<file path="src/design/i2cm_pkg.sv">
// Shared types and constants for the I2C register-access master.
// Holds phase and byte-kind codes, transaction modes, register indexes and the
// tick item / result structs used by i2cm_core and the top level.
`default_nettype none

package i2cm_pkg;

    // Bus phases
    localparam logic [4:0] P_IDLE     = 5'd0;
    localparam logic [4:0] P_RS_LOW   = 5'd1;
    localparam logic [4:0] P_ST_HIGH  = 5'd2;
    localparam logic [4:0] P_ST_SDA   = 5'd3;
    localparam logic [4:0] P_TX_LOW   = 5'd4;
    localparam logic [4:0] P_TX_HIGH  = 5'd5;
    localparam logic [4:0] P_ACK_LOW  = 5'd6;
    localparam logic [4:0] P_ACK_HIGH = 5'd7;
    localparam logic [4:0] P_ACK_WAIT = 5'd8;
    localparam logic [4:0] P_GAP      = 5'd9;
    localparam logic [4:0] P_RX_LOW   = 5'd10;
    localparam logic [4:0] P_RX_HIGH  = 5'd11;
    localparam logic [4:0] P_MA_LOW   = 5'd12;
    localparam logic [4:0] P_MA_HIGH  = 5'd13;
    localparam logic [4:0] P_SP_LOW   = 5'd14;
    localparam logic [4:0] P_SP_HIGH  = 5'd15;
    localparam logic [4:0] P_SP_END   = 5'd16;

    // Kind of the byte being shifted out
    localparam logic [1:0] K_DEV   = 2'd0;
    localparam logic [1:0] K_REG   = 2'd1;
    localparam logic [1:0] K_DATA  = 2'd2;
    localparam logic [1:0] K_RADDR = 2'd3;

    // Transaction modes
    localparam logic [1:0] MODE_REG_WRITE   = 2'd0;
    localparam logic [1:0] MODE_REG_READ    = 2'd1;
    localparam logic [1:0] MODE_BURST_WRITE = 2'd2;
    localparam logic [1:0] MODE_BURST_READ  = 2'd3;

    // Configuration register indexes
    localparam int unsigned CFG_IDX_W = 1;
    localparam logic [CFG_IDX_W-1:0] CFG_HALF_PERIOD = 1'd0;
    localparam logic [CFG_IDX_W-1:0] CFG_ACK_TIMEOUT = 1'd1;
    localparam int unsigned CFG_DATA_W = 16;

    localparam logic [7:0]  HALF_PERIOD_RST = 8'd1;
    localparam logic [15:0] ACK_TIMEOUT_RST = 16'd5000;

    // Ticks with SCL low between burst write data bytes
    localparam logic [7:0]  BYTE_GAP = 8'd10;

    typedef struct packed {
        logic [7:0]  half_period;
        logic [15:0] ack_timeout;
    } t_cfg;

    typedef struct packed {
        logic       start_request;
        logic [1:0] mode;
        logic [7:0] device_address;
        logic [7:0] register_address;
        logic       has_data;
        logic [7:0] byte_count;
        logic [7:0] write_data;
        logic       sda_in;
    } t_item;

    typedef struct packed {
        logic       scl_release;
        logic       sda_release;
        logic       busy_res;
        logic       byte_taken;
        logic [7:0] read_data;
        logic       read_valid;
        logic       done_res;
        logic       nack_error;
    } t_result;

endpackage

`default_nettype wire

</file>
<file path="src/design/i2cm_core.sv">
// Bus state machine of the I2C register-access master: one step per tick.
// Holds the transaction state; the next state and the tick's pin result come
// from one combinational pass. Uses i2cm_pkg.
`default_nettype none

module i2cm_core (
    input  wire logic          i_clk,
    input  wire logic          i_rst_n,
    input  wire logic          i_en,
    input  i2cm_pkg::t_item    i_item,
    input  i2cm_pkg::t_cfg     i_cfg,
    output i2cm_pkg::t_result  o_res
);

    logic [4:0]  r_phase,      n_phase;
    logic [7:0]  r_delay,      n_delay;
    logic [15:0] r_wait,       n_wait;
    logic [2:0]  r_bit_idx,    n_bit_idx;
    logic [7:0]  r_shift,      n_shift;
    logic [7:0]  r_bytes_left, n_bytes_left;
    logic [1:0]  r_mode,       n_mode;
    logic [7:0]  r_device,     n_device;
    logic [7:0]  r_register,   n_register;
    logic        r_has_data,   n_has_data;
    logic [1:0]  r_kind,       n_kind;
    logic        r_err,        n_err;

    i2cm_pkg::t_result res;

    always_comb begin
        logic       v_exp;
        logic [7:0] v_dec;
        logic       v_burst;
        logic [7:0] v_rx;
        logic [15:0] v_wait_dec;

        n_phase      = r_phase;
        n_delay      = r_delay;
        n_wait       = r_wait;
        n_bit_idx    = r_bit_idx;
        n_shift      = r_shift;
        n_bytes_left = r_bytes_left;
        n_mode       = r_mode;
        n_device     = r_device;
        n_register   = r_register;
        n_has_data   = r_has_data;
        n_kind       = r_kind;
        n_err        = r_err;
        v_burst      = 1'b0;

        res             = '0;
        res.scl_release = 1'b1;
        res.sda_release = 1'b1;

        // Latch a new request only while idle
        if (r_phase == i2cm_pkg::P_IDLE && i_item.start_request) begin
            n_mode     = i_item.mode;
            n_device   = i_item.device_address;
            n_register = i_item.register_address;
            n_has_data = i_item.has_data;
            unique case (i_item.mode)
                i2cm_pkg::MODE_REG_READ:                   n_bytes_left = 8'd1;
                i2cm_pkg::MODE_BURST_WRITE,
                i2cm_pkg::MODE_BURST_READ:                 n_bytes_left = i_item.byte_count;
                default:                                   n_bytes_left = 8'd0;
            endcase
            n_err     = 1'b0;
            n_bit_idx = 3'd0;
            if (i_item.mode == i2cm_pkg::MODE_BURST_READ) begin
                n_shift = i_item.device_address + 8'd1;
                n_kind  = i2cm_pkg::K_RADDR;
            end else begin
                n_shift = i_item.device_address;
                n_kind  = i2cm_pkg::K_DEV;
            end
            n_phase = i2cm_pkg::P_ST_HIGH;
            n_delay = i_cfg.half_period;
        end

        res.busy_res = (n_phase != i2cm_pkg::P_IDLE);
        v_exp        = (n_delay <= 8'd1);
        v_dec        = n_delay - 8'd1;
        v_rx         = {n_shift[6:0], i_item.sda_in};
        v_wait_dec   = n_wait - 16'd1;

        unique case (n_phase)
            i2cm_pkg::P_IDLE: begin
            end
            i2cm_pkg::P_RS_LOW: begin
                res.scl_release = 1'b0;
                if (v_exp) begin
                    n_phase = i2cm_pkg::P_ST_HIGH;
                    n_delay = i_cfg.half_period;
                end else begin
                    n_delay = v_dec;
                end
            end
            i2cm_pkg::P_ST_HIGH: begin
                if (v_exp) begin
                    n_phase = i2cm_pkg::P_ST_SDA;
                    n_delay = i_cfg.half_period;
                end else begin
                    n_delay = v_dec;
                end
            end
            i2cm_pkg::P_ST_SDA: begin
                res.sda_release = 1'b0;
                if (v_exp) begin
                    n_bit_idx = 3'd0;
                    n_phase   = i2cm_pkg::P_TX_LOW;
                    n_delay   = i_cfg.half_period;
                end else begin
                    n_delay = v_dec;
                end
            end
            i2cm_pkg::P_TX_LOW: begin
                res.scl_release = 1'b0;
                res.sda_release = n_shift[7];
                if (v_exp) begin
                    n_phase = i2cm_pkg::P_TX_HIGH;
                    n_delay = i_cfg.half_period;
                end else begin
                    n_delay = v_dec;
                end
            end
            i2cm_pkg::P_TX_HIGH: begin
                res.sda_release = n_shift[7];
                if (v_exp) begin
                    n_delay = i_cfg.half_period;
                    if (n_bit_idx == 3'd7) begin
                        n_phase = i2cm_pkg::P_ACK_LOW;
                    end else begin
                        n_bit_idx = n_bit_idx + 3'd1;
                        n_shift   = {n_shift[6:0], 1'b0};
                        n_phase   = i2cm_pkg::P_TX_LOW;
                    end
                end else begin
                    n_delay = v_dec;
                end
            end
            i2cm_pkg::P_ACK_LOW: begin
                res.scl_release = 1'b0;
                if (v_exp) begin
                    n_phase = i2cm_pkg::P_ACK_HIGH;
                    n_delay = i_cfg.half_period;
                end else begin
                    n_delay = v_dec;
                end
            end
            i2cm_pkg::P_ACK_HIGH: begin
                if (v_exp) begin
                    n_phase = i2cm_pkg::P_ACK_WAIT;
                    n_wait  = i_cfg.ack_timeout;
                end else begin
                    n_delay = v_dec;
                end
            end
            i2cm_pkg::P_ACK_WAIT: begin
                if (!i_item.sda_in) begin
                    // Acknowledged: pick what follows this byte
                    n_delay = i_cfg.half_period;
                    unique case (n_kind)
                        i2cm_pkg::K_DEV: begin
                            n_shift   = n_register;
                            n_bit_idx = 3'd0;
                            n_kind    = i2cm_pkg::K_REG;
                            n_phase   = i2cm_pkg::P_TX_LOW;
                        end
                        i2cm_pkg::K_REG: begin
                            unique case (n_mode)
                                i2cm_pkg::MODE_REG_WRITE: begin
                                    if (n_has_data) begin
                                        n_shift        = i_item.write_data;
                                        n_bit_idx      = 3'd0;
                                        n_kind         = i2cm_pkg::K_DATA;
                                        n_phase        = i2cm_pkg::P_TX_LOW;
                                        res.byte_taken = 1'b1;
                                    end else begin
                                        n_phase = i2cm_pkg::P_SP_LOW;
                                    end
                                end
                                i2cm_pkg::MODE_REG_READ: begin
                                    n_shift = n_device + 8'd1;
                                    n_kind  = i2cm_pkg::K_RADDR;
                                    n_phase = i2cm_pkg::P_RS_LOW;
                                end
                                i2cm_pkg::MODE_BURST_WRITE: v_burst = 1'b1;
                                default:                    n_phase = i2cm_pkg::P_SP_LOW;
                            endcase
                        end
                        i2cm_pkg::K_DATA: begin
                            if (n_mode == i2cm_pkg::MODE_BURST_WRITE) begin
                                if (i2cm_pkg::BYTE_GAP != 8'd0) begin
                                    n_phase = i2cm_pkg::P_GAP;
                                    n_delay = i2cm_pkg::BYTE_GAP;
                                end else begin
                                    v_burst = 1'b1;
                                end
                            end else begin
                                n_phase = i2cm_pkg::P_SP_LOW;
                            end
                        end
                        default: begin
                            if (n_bytes_left != 8'd0) begin
                                n_bit_idx = 3'd0;
                                n_shift   = 8'd0;
                                n_phase   = i2cm_pkg::P_RX_LOW;
                            end else begin
                                n_phase = i2cm_pkg::P_SP_LOW;
                            end
                        end
                    endcase
                end else begin
                    n_wait = v_wait_dec;
                    if (v_wait_dec == 16'd0) begin
                        n_err   = 1'b1;
                        n_phase = i2cm_pkg::P_SP_LOW;
                        n_delay = i_cfg.half_period;
                    end
                end
            end
            i2cm_pkg::P_GAP: begin
                res.scl_release = 1'b0;
                if (v_exp) begin
                    v_burst = 1'b1;
                end else begin
                    n_delay = v_dec;
                end
            end
            i2cm_pkg::P_RX_LOW: begin
                res.scl_release = 1'b0;
                if (v_exp) begin
                    n_phase = i2cm_pkg::P_RX_HIGH;
                    n_delay = i_cfg.half_period;
                end else begin
                    n_delay = v_dec;
                end
            end
            i2cm_pkg::P_RX_HIGH: begin
                if (v_exp) begin
                    n_shift = v_rx;
                    n_delay = i_cfg.half_period;
                    if (n_bit_idx == 3'd7) begin
                        res.read_valid = 1'b1;
                        res.read_data  = v_rx;
                        if (n_bytes_left != 8'd0) begin
                            n_bytes_left = n_bytes_left - 8'd1;
                        end
                        n_phase = i2cm_pkg::P_MA_LOW;
                    end else begin
                        n_bit_idx = n_bit_idx + 3'd1;
                        n_phase   = i2cm_pkg::P_RX_LOW;
                    end
                end else begin
                    n_delay = v_dec;
                end
            end
            i2cm_pkg::P_MA_LOW: begin
                res.scl_release = 1'b0;
                res.sda_release = (n_bytes_left == 8'd0);
                if (v_exp) begin
                    n_phase = i2cm_pkg::P_MA_HIGH;
                    n_delay = i_cfg.half_period;
                end else begin
                    n_delay = v_dec;
                end
            end
            i2cm_pkg::P_MA_HIGH: begin
                res.sda_release = (n_bytes_left == 8'd0);
                if (v_exp) begin
                    n_delay = i_cfg.half_period;
                    if (n_bytes_left != 8'd0) begin
                        n_bit_idx = 3'd0;
                        n_shift   = 8'd0;
                        n_phase   = i2cm_pkg::P_RX_LOW;
                    end else begin
                        n_phase = i2cm_pkg::P_SP_LOW;
                    end
                end else begin
                    n_delay = v_dec;
                end
            end
            i2cm_pkg::P_SP_LOW: begin
                res.scl_release = 1'b0;
                res.sda_release = 1'b0;
                if (v_exp) begin
                    n_phase = i2cm_pkg::P_SP_HIGH;
                    n_delay = i_cfg.half_period;
                end else begin
                    n_delay = v_dec;
                end
            end
            i2cm_pkg::P_SP_HIGH: begin
                res.sda_release = 1'b0;
                if (v_exp) begin
                    n_phase = i2cm_pkg::P_SP_END;
                    n_delay = i_cfg.half_period;
                end else begin
                    n_delay = v_dec;
                end
            end
            i2cm_pkg::P_SP_END: begin
                if (v_exp) begin
                    res.done_res   = 1'b1;
                    res.nack_error = n_err;
                    n_err          = 1'b0;
                    n_phase        = i2cm_pkg::P_IDLE;
                end else begin
                    n_delay = v_dec;
                end
            end
            default: begin
                // Drop back to idle from a code that means nothing
                res.busy_res = 1'b0;
                n_phase      = i2cm_pkg::P_IDLE;
            end
        endcase

        // Next burst write byte, or close the transfer
        if (v_burst) begin
            n_delay = i_cfg.half_period;
            if (n_bytes_left != 8'd0) begin
                n_bytes_left   = n_bytes_left - 8'd1;
                n_shift        = i_item.write_data;
                n_bit_idx      = 3'd0;
                n_kind         = i2cm_pkg::K_DATA;
                n_phase        = i2cm_pkg::P_TX_LOW;
                res.byte_taken = 1'b1;
            end else begin
                n_phase = i2cm_pkg::P_SP_LOW;
            end
        end
    end

    assign o_res = res;

    always_ff @(posedge i_clk) begin
        if (!i_rst_n) begin
            r_phase      <= i2cm_pkg::P_IDLE;
            r_delay      <= 8'd0;
            r_wait       <= 16'd0;
            r_bit_idx    <= 3'd0;
            r_shift      <= 8'd0;
            r_bytes_left <= 8'd0;
            r_mode       <= 2'd0;
            r_device     <= 8'd0;
            r_register   <= 8'd0;
            r_has_data   <= 1'b0;
            r_kind       <= i2cm_pkg::K_DEV;
            r_err        <= 1'b0;
        end else if (i_en) begin
            r_phase      <= n_phase;
            r_delay      <= n_delay;
            r_wait       <= n_wait;
            r_bit_idx    <= n_bit_idx;
            r_shift      <= n_shift;
            r_bytes_left <= n_bytes_left;
            r_mode       <= n_mode;
            r_device     <= n_device;
            r_register   <= n_register;
            r_has_data   <= n_has_data;
            r_kind       <= n_kind;
            r_err        <= n_err;
        end
    end

    a_done_while_busy: assert property (@(posedge i_clk) disable iff (!i_rst_n)
        i_en && res.done_res |-> res.busy_res)
        else $error("done reported outside a transaction");

    a_error_with_done: assert property (@(posedge i_clk) disable iff (!i_rst_n)
        i_en && res.nack_error |-> res.done_res)
        else $error("nack error without done");

    a_read_data_clean: assert property (@(posedge i_clk) disable iff (!i_rst_n)
        i_en && !res.read_valid |-> res.read_data == 8'd0)
        else $error("read data nonzero without read valid");

    a_taken_starts_data: assert property (@(posedge i_clk) disable iff (!i_rst_n)
        i_en && res.byte_taken |=> r_kind == i2cm_pkg::K_DATA && r_phase == i2cm_pkg::P_TX_LOW)
        else $error("taken byte not shifted out as data");

    a_phase_legal: assert property (@(posedge i_clk) disable iff (!i_rst_n)
        $past(i_rst_n) |-> r_phase <= i2cm_pkg::P_SP_END)
        else $error("phase register left the legal range");

endmodule

`default_nettype wire

</file>
<file path="src/design/i2c_master_register_access.sv">
// Top level of the I2C register-access master: request register, bus state
// machine (i2cm_core), result register and the configuration registers.
// Uses i2cm_pkg.
`default_nettype none

// One request is one timing tick of the I2C bus state machine. A request is
// taken every clock cycle while o_stall is low; its result (pin levels and
// status for that tick) is on the result ports out of the result register,
// after the request has passed through the request register.
// The state machine advances once as a request moves from the request
// register into the result register, in a single combinational pass, so the
// sustained rate is one request per cycle; o_stall rises only when the result
// register is full and i_stall holds it. Configuration writes are always
// accepted and apply from the next tick on.
module i2c_master_register_access (
    input  wire logic        i_clk,
    input  wire logic        i_rst_n,
    // request channel
    input  wire logic        i_valid,
    output logic             o_stall,
    input  wire logic        i_start_request,
    input  wire logic [1:0]  i_mode,
    input  wire logic [7:0]  i_device_address,
    input  wire logic [7:0]  i_register_address,
    input  wire logic        i_has_data,
    input  wire logic [7:0]  i_byte_count,
    input  wire logic [7:0]  i_write_data,
    input  wire logic        i_sda_in,
    // result channel
    output logic             o_valid,
    input  wire logic        i_stall,
    output logic             o_scl_release,
    output logic             o_sda_release,
    output logic             o_busy_res,
    output logic             o_byte_taken,
    output logic [7:0]       o_read_data,
    output logic             o_read_valid,
    output logic             o_done_res,
    output logic             o_nack_error,
    // configuration write channel
    input  wire logic                              i_cfg_valid,
    output logic                                   o_cfg_ready,
    input  wire logic [i2cm_pkg::CFG_IDX_W-1:0]    i_cfg_index,
    input  wire logic [i2cm_pkg::CFG_DATA_W-1:0]   i_cfg_data
);

    logic              r_in_vld;
    i2cm_pkg::t_item   r_in;
    logic              r_out_vld;
    i2cm_pkg::t_result r_out;
    i2cm_pkg::t_cfg    r_cfg;
    i2cm_pkg::t_result w_res;
    logic              w_adv;
    logic              w_accept;

    // Advance a held request when the result register is empty or being drained
    assign w_adv    = r_in_vld && (!r_out_vld || !i_stall);
    assign o_stall  = r_in_vld && !w_adv;
    assign w_accept = i_valid && !o_stall;

    assign o_cfg_ready = 1'b1;

    always_ff @(posedge i_clk) begin
        if (!i_rst_n) begin
            r_in_vld  <= 1'b0;
            r_out_vld <= 1'b0;
        end else begin
            if (w_accept) begin
                r_in_vld <= 1'b1;
            end else if (w_adv) begin
                r_in_vld <= 1'b0;
            end
            if (w_adv) begin
                r_out_vld <= 1'b1;
            end else if (!i_stall) begin
                r_out_vld <= 1'b0;
            end
        end
    end

    always_ff @(posedge i_clk) begin
        if (w_accept) begin
            r_in.start_request    <= i_start_request;
            r_in.mode             <= i_mode;
            r_in.device_address   <= i_device_address;
            r_in.register_address <= i_register_address;
            r_in.has_data         <= i_has_data;
            r_in.byte_count       <= i_byte_count;
            r_in.write_data       <= i_write_data;
            r_in.sda_in           <= i_sda_in;
        end
        if (w_adv) begin
            r_out <= w_res;
        end
    end

    always_ff @(posedge i_clk) begin
        if (!i_rst_n) begin
            r_cfg.half_period <= i2cm_pkg::HALF_PERIOD_RST;
            r_cfg.ack_timeout <= i2cm_pkg::ACK_TIMEOUT_RST;
        end else if (i_cfg_valid) begin
            unique case (i_cfg_index)
                i2cm_pkg::CFG_HALF_PERIOD: r_cfg.half_period <= i_cfg_data[7:0];
                i2cm_pkg::CFG_ACK_TIMEOUT: r_cfg.ack_timeout <= i_cfg_data;
                default: begin
                end
            endcase
        end
    end

    i2cm_core u_core (
        .i_clk   (i_clk),
        .i_rst_n (i_rst_n),
        .i_en    (w_adv),
        .i_item  (r_in),
        .i_cfg   (r_cfg),
        .o_res   (w_res)
    );

    assign o_valid       = r_out_vld;
    assign o_scl_release = r_out.scl_release;
    assign o_sda_release = r_out.sda_release;
    assign o_busy_res    = r_out.busy_res;
    assign o_byte_taken  = r_out.byte_taken;
    assign o_read_data   = r_out.read_data;
    assign o_read_valid  = r_out.read_valid;
    assign o_done_res    = r_out.done_res;
    assign o_nack_error  = r_out.nack_error;

endmodule

`default_nettype wire
</file>
<file path="config.mk">
export PLATFORM = sky130hd
export DESIGN_NAME = i2c_master_register_access
export DESIGN_NICKNAME = d
export VERILOG_FILES = /design/src/design/i2cm_pkg.sv /design/src/design/i2cm_core.sv /design/src/design/i2c_master_register_access.sv
export SDC_FILE = /design/constraint.sdc
export NUM_CORES = 1
export LEC_CHECK = 0
export BUFFER_PORTS_ARGS = -buffer_cell sky130_fd_sc_hd__buf_2
export CAP_MARGIN = 20
export CORE_MARGIN = 2
export CORE_UTILIZATION = 59
export DETAILED_ROUTE_END_ITERATION = 10
export PLACE_DENSITY_LB_ADDON = 0.25
export SYNTH_ARGS = -nofsm -noshare
export SYNTH_HDL_FRONTEND = slang
export SYNTH_SLANG_ARGS = --single-unit
</file>
<file path="constraint.sdc">
create_clock -name i_clk -period 9.65 [get_ports i_clk]
set_input_delay 0.965 -clock i_clk [delete_from_list [all_inputs] [get_ports i_clk]]
set_output_delay 0.965 -clock i_clk [all_outputs]
set_load 0.1 [all_outputs]
</file>
==> metrics.md, run 1 <==
| Metric | Value |
|---|---|
| CP Cell Sequence | `nor3b_4, nand2_2, buf_4, mux2i_1, ha_1, nor2_1, nor4_4, o2111ai_1, xnor2_1, ha_1, inv_1, a311oi_1, nand4_2, o31a_4, or3_1, nand3_1` |
| Drt first pass iters | `6` |
| Least-Margin Pin Slew | `about 1.0 ns` |
| Count leader, synth | `nand2_1` |
| Num CTS Buffers | `17` |
| DRT Wirelength | `27700 um` |
| Commonest cells in the synthesized netlist | `174 x nand2_1, 103 x a21oi_1, 96 x dfxtp_1, 92 x o21ai_0, 76 x nor2_1` |
| Syn_nets | `between 1000 and 1500` |
| H-tree Lvls | `4` |
| Final worst path period need | `5.73 ns` |
| Layout filler cell count | `approximately 1300` |
| Vias in the first global route | `between 8000 and 9000` |
| Worst slew margin | `a little under a third` |
| Synth area leader | `dfxtp_1` |
| Area growth syn-to-layout | `10.2%` |
| Met1 Use GR | `49.2%` |
| DRT iter0 DRCs | `between 1500 and 2000` |
| Initial Util | `~60%` |
| Mapped Area | `9260 um^2` |
| Total power draw | `0.00170 W` |
| GRT Residual Overflow | `0` |
| Via total after detailed routing | `about 9400` |
| Status | `finished, final reports clean` |
| Crit Path Max Fanout | `66` |
| Post-route ant nets | `0` |
| RSZ-0062 raised after global routing | `false` |
| Largest net degree at the start of global routing | `67` |
| Num rows | `between 40 and 50` |
| Post-CTS Hold Buffers | `0` |
| DIE HEIGHT | `approximately 130 um` |
| Post-CTS Setup Bufs | `0` |
| Crit-path most repeated cell | `ha_1` |
| Detailed-route DRC error count | `0` |
| LEAKAGE | `between 3 and 4 nW` |
| IO buf count | `75` |
| Worst Skew | `between 0.01 and 0.015 ns` |
| Critical-path top delay cell | `nor3b_4` |
| CORE AREA | `between 15000 and 20000 um^2` |
| Global placement routability congestion | `approximately 1.0` |
| Yosys top cell area share | `between 20% and 30%` |
| Post-synth EDFFs | `52` |
| Setup violators final | `0` |
| CTS tree | `built` |
| Avg Vias per Cell | `approximately 6.8` |
| Nets | `1228` |
| Peak VDD IR | `roughly 130 uV` |
| Power density cells | `166 nW/um^2` |
| DP Cell Count | `between 1000 and 1500` |
| Final worst-path cycle share | `59.4%` |
| Seq/Total Area, Yosys | `roughly 38%` |
| Synthesized area per cell | `~8.1 um^2` |
| #FFs+latches synth | `~150` |
| Grt peak-use layer | `met1` |
| Clock-pin transition on the worst setup and hold timing paths | `approximately 0.07 ns` |
| Worst setup SP type | `register` |
| Max Clock Freq | `175 MHz` |
| Share of layout cells above drive strength 1 | `13.9%` |
| Number of antenna violations at the first check in global routing | `0` |
| CP endpoint kind | `register` |
| Distinct cells, synth | `98` |
| Synth top area cells | `dfxtp_1 21%, edfxtp_1 17%, nand2_1 7.1%` |
| Final Non-Filler Cells | `~1400` |
| First-pass GRT wire length | `around 43000 um` |
| Met3 Use GR | `~8.2%` |
| Number of diodes | `0` |
| TritonCTS Sinks | `roughly 150` |
| Clock Tree Buf Depth | `2` |
| Met2 usage | `a little under half` |
| Routed WL per cell | `between 20 and 25 um` |
| Post-Synthesis Cells | `~1100` |
| Synthesis warning total | `0` |
| Clk Latency, worst-skew pair | `about 0.44 ns` |
| Fraction of registers with async set or reset after synthesis | `0%` |
| Root buffer selected by CTS | `clkbuf_16` |
| Max-slew violation count | `0` |
| Max-cap viol count | `0` |
| Die Wd | `between 100 and 150 um` |
| Max stage delay on crit path | `about 0.84 ns` |
| Die area | `~17000 um^2` |
| Number of I/O pins | `77` |
| Worst Path Required | `around 10 ns` |
| Final TNS setup | `0 ns` |
| CP arrival | `approximately 6.1 ns` |
| Post-CTS sizing | `0` |
| Crit Path Class | `register to register` |
| Final Cell Area | `between 10000 and 15000 um^2` |
| Ys flop type | `dfxtp_1` |
| Fin. Hold Viols | `0` |
| Worst Hold Class | `register to register` |
| Placed cell area | `around 9600 um^2` |
| Gr usage total | `between 30% and 40%` |
| Hpwl dp | `approximately 19000 um` |
==> critical path: cells and delay by family (launching register included) <==
kind                     cells  cell delay, ns
AND/OR/NAND/NOR              7            2.30
buffers and inverters        2            0.42
AO/OA/AOI/OAI                3            1.05
flip-flops                   1            0.55
multiplexers                 1            0.36
XOR/XNOR                     1            0.37
adder cells (fa/ha/maj)      2            0.57
==> registers in the layout (all words and copies together) (netlist names), 3 cells and up <==
register,cells
o_read_data,8
u_core.r_register,8
r_cfg,24
u_core.r_delay,8
u_core.r_phase,5
u_core.r_shift,8
u_core.r_bit_idx,3
u_core.r_bytes_left,8
u_core.r_wait,16
u_core.r_device,8
r_in,37
==> final timing paths <==
| path | slack [ns] | depth (start not counted) | from | end |
|---|---|---|---|---|
| setup / recovery | 3.92 | 16 | u_core.r_phase[4]$_SDFFE_PN0P_ | u_core.r_bytes_left[0]$_SDFFE_PN0P_ |
| hold reg to reg | 0.46 | 2 | r_cfg[13]$_SDFFE_PN0P_ | r_cfg[13]$_SDFFE_PN0P_ |
| hold / removal | 0.46 | 2 | r_cfg[13]$_SDFFE_PN0P_ | r_cfg[13]$_SDFFE_PN0P_ |
| setup reg to reg | 3.92 | 16 | u_core.r_phase[4]$_SDFFE_PN0P_ | u_core.r_bytes_left[0]$_SDFFE_PN0P_ |
==> kinds of logic (layout without fill, tap and decap cells) <==
kind of cell / Yosys count / in the layout / synth area share, %
AOI/OAI and AO/OA: 371 / 371 / 26.6
xor gates and xnor gates: 25 / 25 / 2.36
adders and majority gates: 8 / 8 / 1.08
buffers and inverters: 105 / 138 / 5.01
DFF: 148 / 148 / 37.6
muxes: 17 / 17 / 1.88
other: 1 / 1 / 0.0405
and+or+nand+nor: 466 / 466 / 25.5
==> area by class of cell <==
| type | instances | area, um^2 | area share (%) |
|---|---|---|---|
| timing repair buffer | 87 | 485 | 4.76 |
| inverter | 19 | 71.3 | 0.699 |
| sequential | 148 | 3480 | 34.1 |
| clock inverter | 8 | 63.8 | 0.625 |
| clock buffer | 24 | 514 | 5.04 |
| multi-input combinational | 888 | 5330 | 52.2 |
| tap | 211 | 264 | 2.59 |
==> power breakdown <==
part	switching, W	leakage (nW)	internal, W
Combinational	0.000234	1.98	0.000108
Clock	0.000273	0.275	0.000376
Sequential	0.0000328	1.27	0.000675
Total	0.000540	3.53	0.00116
==> layout by cell type (no fill, tap or decap), types with 10 or more instances in the layout <==
master,count
nand4_1,20
a31oi_1,21
nor3_1,28
a211oi_1,13
inv_1,17
a21oi_1,103
or3_1,12
nor2_1,76
nand2_1,173
and3_1,10
buf_4,11
clkbuf_16,19
xor2_1,15
o21ai_0,92
dfxtp_1,96
and2_1,15
mux2i_1,14
o31ai_1,15
edfxtp_1,52
xnor2_1,10
buf_2,75
nand3_1,42
nor4_1,18
a22oi_1,14
==> through the flow <==
stage / hold slack, ns / util (%) / worst slack, ns
2_1_floorplan: 0.432 / - / 5.00
3_3_place_gp: 0.444 / 62.9 / 4.34
3_5_place_dp: 0.449 / 62.9 / 4.07
4_1_cts: 0.460 / 66.7 / 4.03
5_1_grt: 0.475 / 66.9 / 3.52
6_report: 0.460 / 66.9 / 3.92
==> metal layers <==
metal / vias up / routed length, um
li1: 4322 / -
met1: 4428 / 11800
met2: 585 / 11900
met3: 86 / 3140
met4: 0 / 826
met5: - / 0
Power figures use the tool's default switching activity.
==> inputs of run 2 (changes only) <==
- clock period: 9.65 -> 5.4 ns (I/O delays scaled with it)
==> run 2 against run 1 <==
  * Sequential cell count did not move
  * Non-clock buffer count rose by 14
  * Global-route usage rose by 0.12 points
  * Design area rose by 0.88%
  * Core utilization rose by 0.59 points
  * Largest cell class unchanged
  * Die area did not move
  * Via count fell by 0.13%
  * Combinational power rose by 85%
  * Clock skew barely moved
  * Largest power group unchanged
  * Fmax rose by 21%
  * Worst setup slack got worse by 3.3 ns
==> metrics.md, run 2 (synthesis results as in run 1) <==
| Metric | Value |
|---|---|
| Clock Tree Buf Depth | `2 (unchanged)` |
| Crit Path Class | `register to register` |
| Max-cap viol count | `0 (unchanged)` |
| Final worst-path cycle share | `87.6% (+28 points)` |
| Number of I/O pins | `77 (unchanged)` |
| Power density cells | `294 nW/um^2 (+77%)` |
| Clk Latency, worst-skew pair | `0.44 ns (about the same)` |
| Die area | `16700 um^2 (unchanged)` |
| CORE AREA | `15300 um^2 (unchanged)` |
| Number of antenna violations at the first check in global routing | `0 (unchanged)` |
| CTS tree | `built` |
| DIE HEIGHT | `129 um (unchanged)` |
| Max FFs per register | `37 (unchanged)` |
| Hpwl dp | `19100 um (+0.59%)` |
| Seq pwr share | `41.6% (about the same)` |
| Max-slew violation count | `0 (unchanged)` |
| Least-Margin Pin Slew | `1.05 ns (+0.00644 ns)` |
| Worst setup SP type | `register` |
| CP Cell Sequence | `buf_4, nor3_2, nand2_2, mux2i_1, ha_1, nor2_1, nor4_4, o2111ai_1, xnor2_1, ha_1, inv_1, a311oi_1, nand4_2, o31a_4, or3_1, nand3_1` |
| Max Clock Freq | `211 MHz (+21%)` |
| Most common cell after layout, fill and taps aside | `nand2_1` |
| First-pass GRT wire length | `43800 um (+0.91%)` |
| Die Wd | `129 um (unchanged)` |
| Regs by FF count | `r_in x37, r_cfg x24, u_core.r_wait x16` |
| Gr usage total | `33.4% (+0.12 points)` |
| Via total after detailed routing | `9409 (-0.13%)` |
| Post-CTS sizing | `0 (unchanged)` |
| Multi-input gate area | `5330 um^2 (unchanged)` |
| Largest net degree at the start of global routing | `59 (-12%)` |
| Root buffer selected by CTS | `clkbuf_16` |
| Layout filler cell count | `1286 (-3.5%)` |
| Fin. Hold Viols | `0 (unchanged)` |
| Nets | `1242 (+1.1%)` |
| TritonCTS Sinks | `148 (unchanged)` |
| Num rows | `45 (unchanged)` |
| Final TNS setup | `0 ns (unchanged)` |
| Drt first pass iters | `6 (unchanged)` |
| Area growth syn-to-layout | `11.2%` |
| Hold depth | `1 (-1)` |
| CP arrival | `5.10 ns (-1.00 ns)` |
| Peak VDD IR | `314 uV (+140%)` |
| CP endpoint kind | `register` |
| Detailed-route DRC error count | `0 (unchanged)` |
| Comb power frac | `20.9% (+0.8 points)` |
| Worst Skew | `0.0103 ns (-0.000380 ns)` |
| Cell depth of the worst flop-to-flop path | `16 (unchanged)` |
| Setup violators final | `0 (unchanged)` |
| Final Non-Filler Cells | `1399 (+1.0%)` |
| LEAKAGE | `3.61 nW (+2.3%)` |
| Clk pwr share | `37.5% (-0.7 points)` |
| Worst Path Required | `5.77 ns (-4.25 ns)` |
| IO buf count | `75 (unchanged)` |
| Most frequent cells in the layout | `173 x nand2_1, 103 x a21oi_1, 96 x dfxtp_1` |
| Crit-path most repeated cell | `ha_1` |
| Switch share | `32.4% (+0.65 points)` |
| Crit Path Max Fanout | `24 (-64%)` |
| Routed WL per cell | `19.8 um (-1.1%)` |
| Worst slew margin | `30.1% (-0.43 points)` |
| Share of layout cells above drive strength 1 | `15.1% (+1.2 points)` |
| Sw Pwr | `0.000982 W (+82%)` |
| Final worst path period need | `4.73 ns (-0.999 ns)` |
| Clock-pin transition on the worst setup and hold timing paths | `0.06 ns (about the same)` |
| DRT iter0 DRCs | `1556 (-0.32%)` |
| Critical-path top delay cell | `nor4_4` |
| Post-CTS Hold Buffers | `0 (unchanged)` |
| GRT Residual Overflow | `0 (unchanged)` |
| Global placement routability congestion | `0.965 (-6.8%)` |
| Most flop-heavy register | `r_in` |
| Seq. cell area | `3480 um^2 (unchanged)` |
| Internal | `0.00205 W (+77%)` |
| Initial Util | `60.7% (unchanged)` |
| Post-route ant nets | `0 (unchanged)` |
| DRT Wirelength | `27700 um (-0.14%)` |
| Post-CTS Setup Bufs | `0 (unchanged)` |
| H-tree Lvls | `4 (unchanged)` |
| Avg Vias per Cell | `6.73 (-1.1%)` |
| DP Cell Count | `1366 (+1.0%)` |
| Worst Hold Class | `primary input to register` |
| Max stage delay on crit path | `0.45 ns (-0.39 ns)` |
| Vias in the first global route | `8380 (+2.7%)` |
| RSZ-0062 raised after global routing | `false` |
| Status | `finished, final reports clean` |
| Number of diodes | `0 (unchanged)` |
| Num CTS Buffers | `17 (unchanged)` |
| Worst hold slack | `0.273 ns (-0.187 ns)` |
[run 2: power groups by stage]
| stage | combinational [W] | clock [W] | sequential, W |
|---|---|---|---|
| 6_report | 0.000634 | 0.00114 | 0.00126 |
| 3_3_place_gp | 0.000602 | 0 | 0.00128 |
| 3_5_place_dp | 0.000610 | 0 | 0.00128 |
| 2_1_floorplan | 0.000418 | 0 | 0.00130 |
| 4_1_cts | 0.000613 | 0.00114 | 0.00126 |
| 5_1_grt | 0.000680 | 0.00119 | 0.00126 |
[run 2: area by class of cell]
type                    instances  area share (%)
multi-input cells             888            51.7
well taps                     211            2.56
clock buffers                  21            4.57
repair buffers                101            5.77
clock inverters                11           0.863
inverters                      19           0.693
flip-flops and latches        148            33.8
[run 2: worst paths after layout]
path	from	end	slack (ns)
worst min register to register	u_core.r_register[3]$_SDFFE_PN0P_	u_core.r_register[3]$_SDFFE_PN0P_	0.46
worst max register to register	u_core.r_phase[1]$_SDFFE_PN0P_	u_core.r_bytes_left[0]$_SDFFE_PN0P_	0.67
worst max-delay path	u_core.r_phase[1]$_SDFFE_PN0P_	u_core.r_bytes_left[0]$_SDFFE_PN0P_	0.67
worst min-delay path	i_write_data[4]	r_in[5]$_DFFE_PP_	0.27
[run 2: critical path, delay by kind of cell (launching register included)]
kind | cells | cell delay [ns]
DFF | 1 | 0.30
and+or+nand+nor | 7 | 1.84
AOI/OAI and AO/OA | 3 | 1.01
buffers and inverters | 2 | 0.25
xor gates and xnor gates | 1 | 0.36
muxes | 1 | 0.36
adders and majority gates | 2 | 0.52
[run 2: metrics by stage]
stage               setup slack (ns)  total power [W]  area, um^2  utilization, %
global placement                1.01          0.00188        9700            63.6
floorplan                      0.752          0.00172        9260               -
CTS                            0.804          0.00301       10300            67.3
global route                   0.401          0.00314       10300            67.5
detailed placement             0.860          0.00189        9710            63.6
finish                         0.671          0.00303       10300            67.5
[run 2: per-layer routing]
layer / up-vias / GRT usage, % / wire length (um)
met5: - / 0 / 0
met4: 0 / 13.7 / 935
met3: 110 / 6.28 / 3110
met2: 646 / 50.5 / 12200
met1: 4305 / 47.2 / 11400
li1: 4348 / - / -
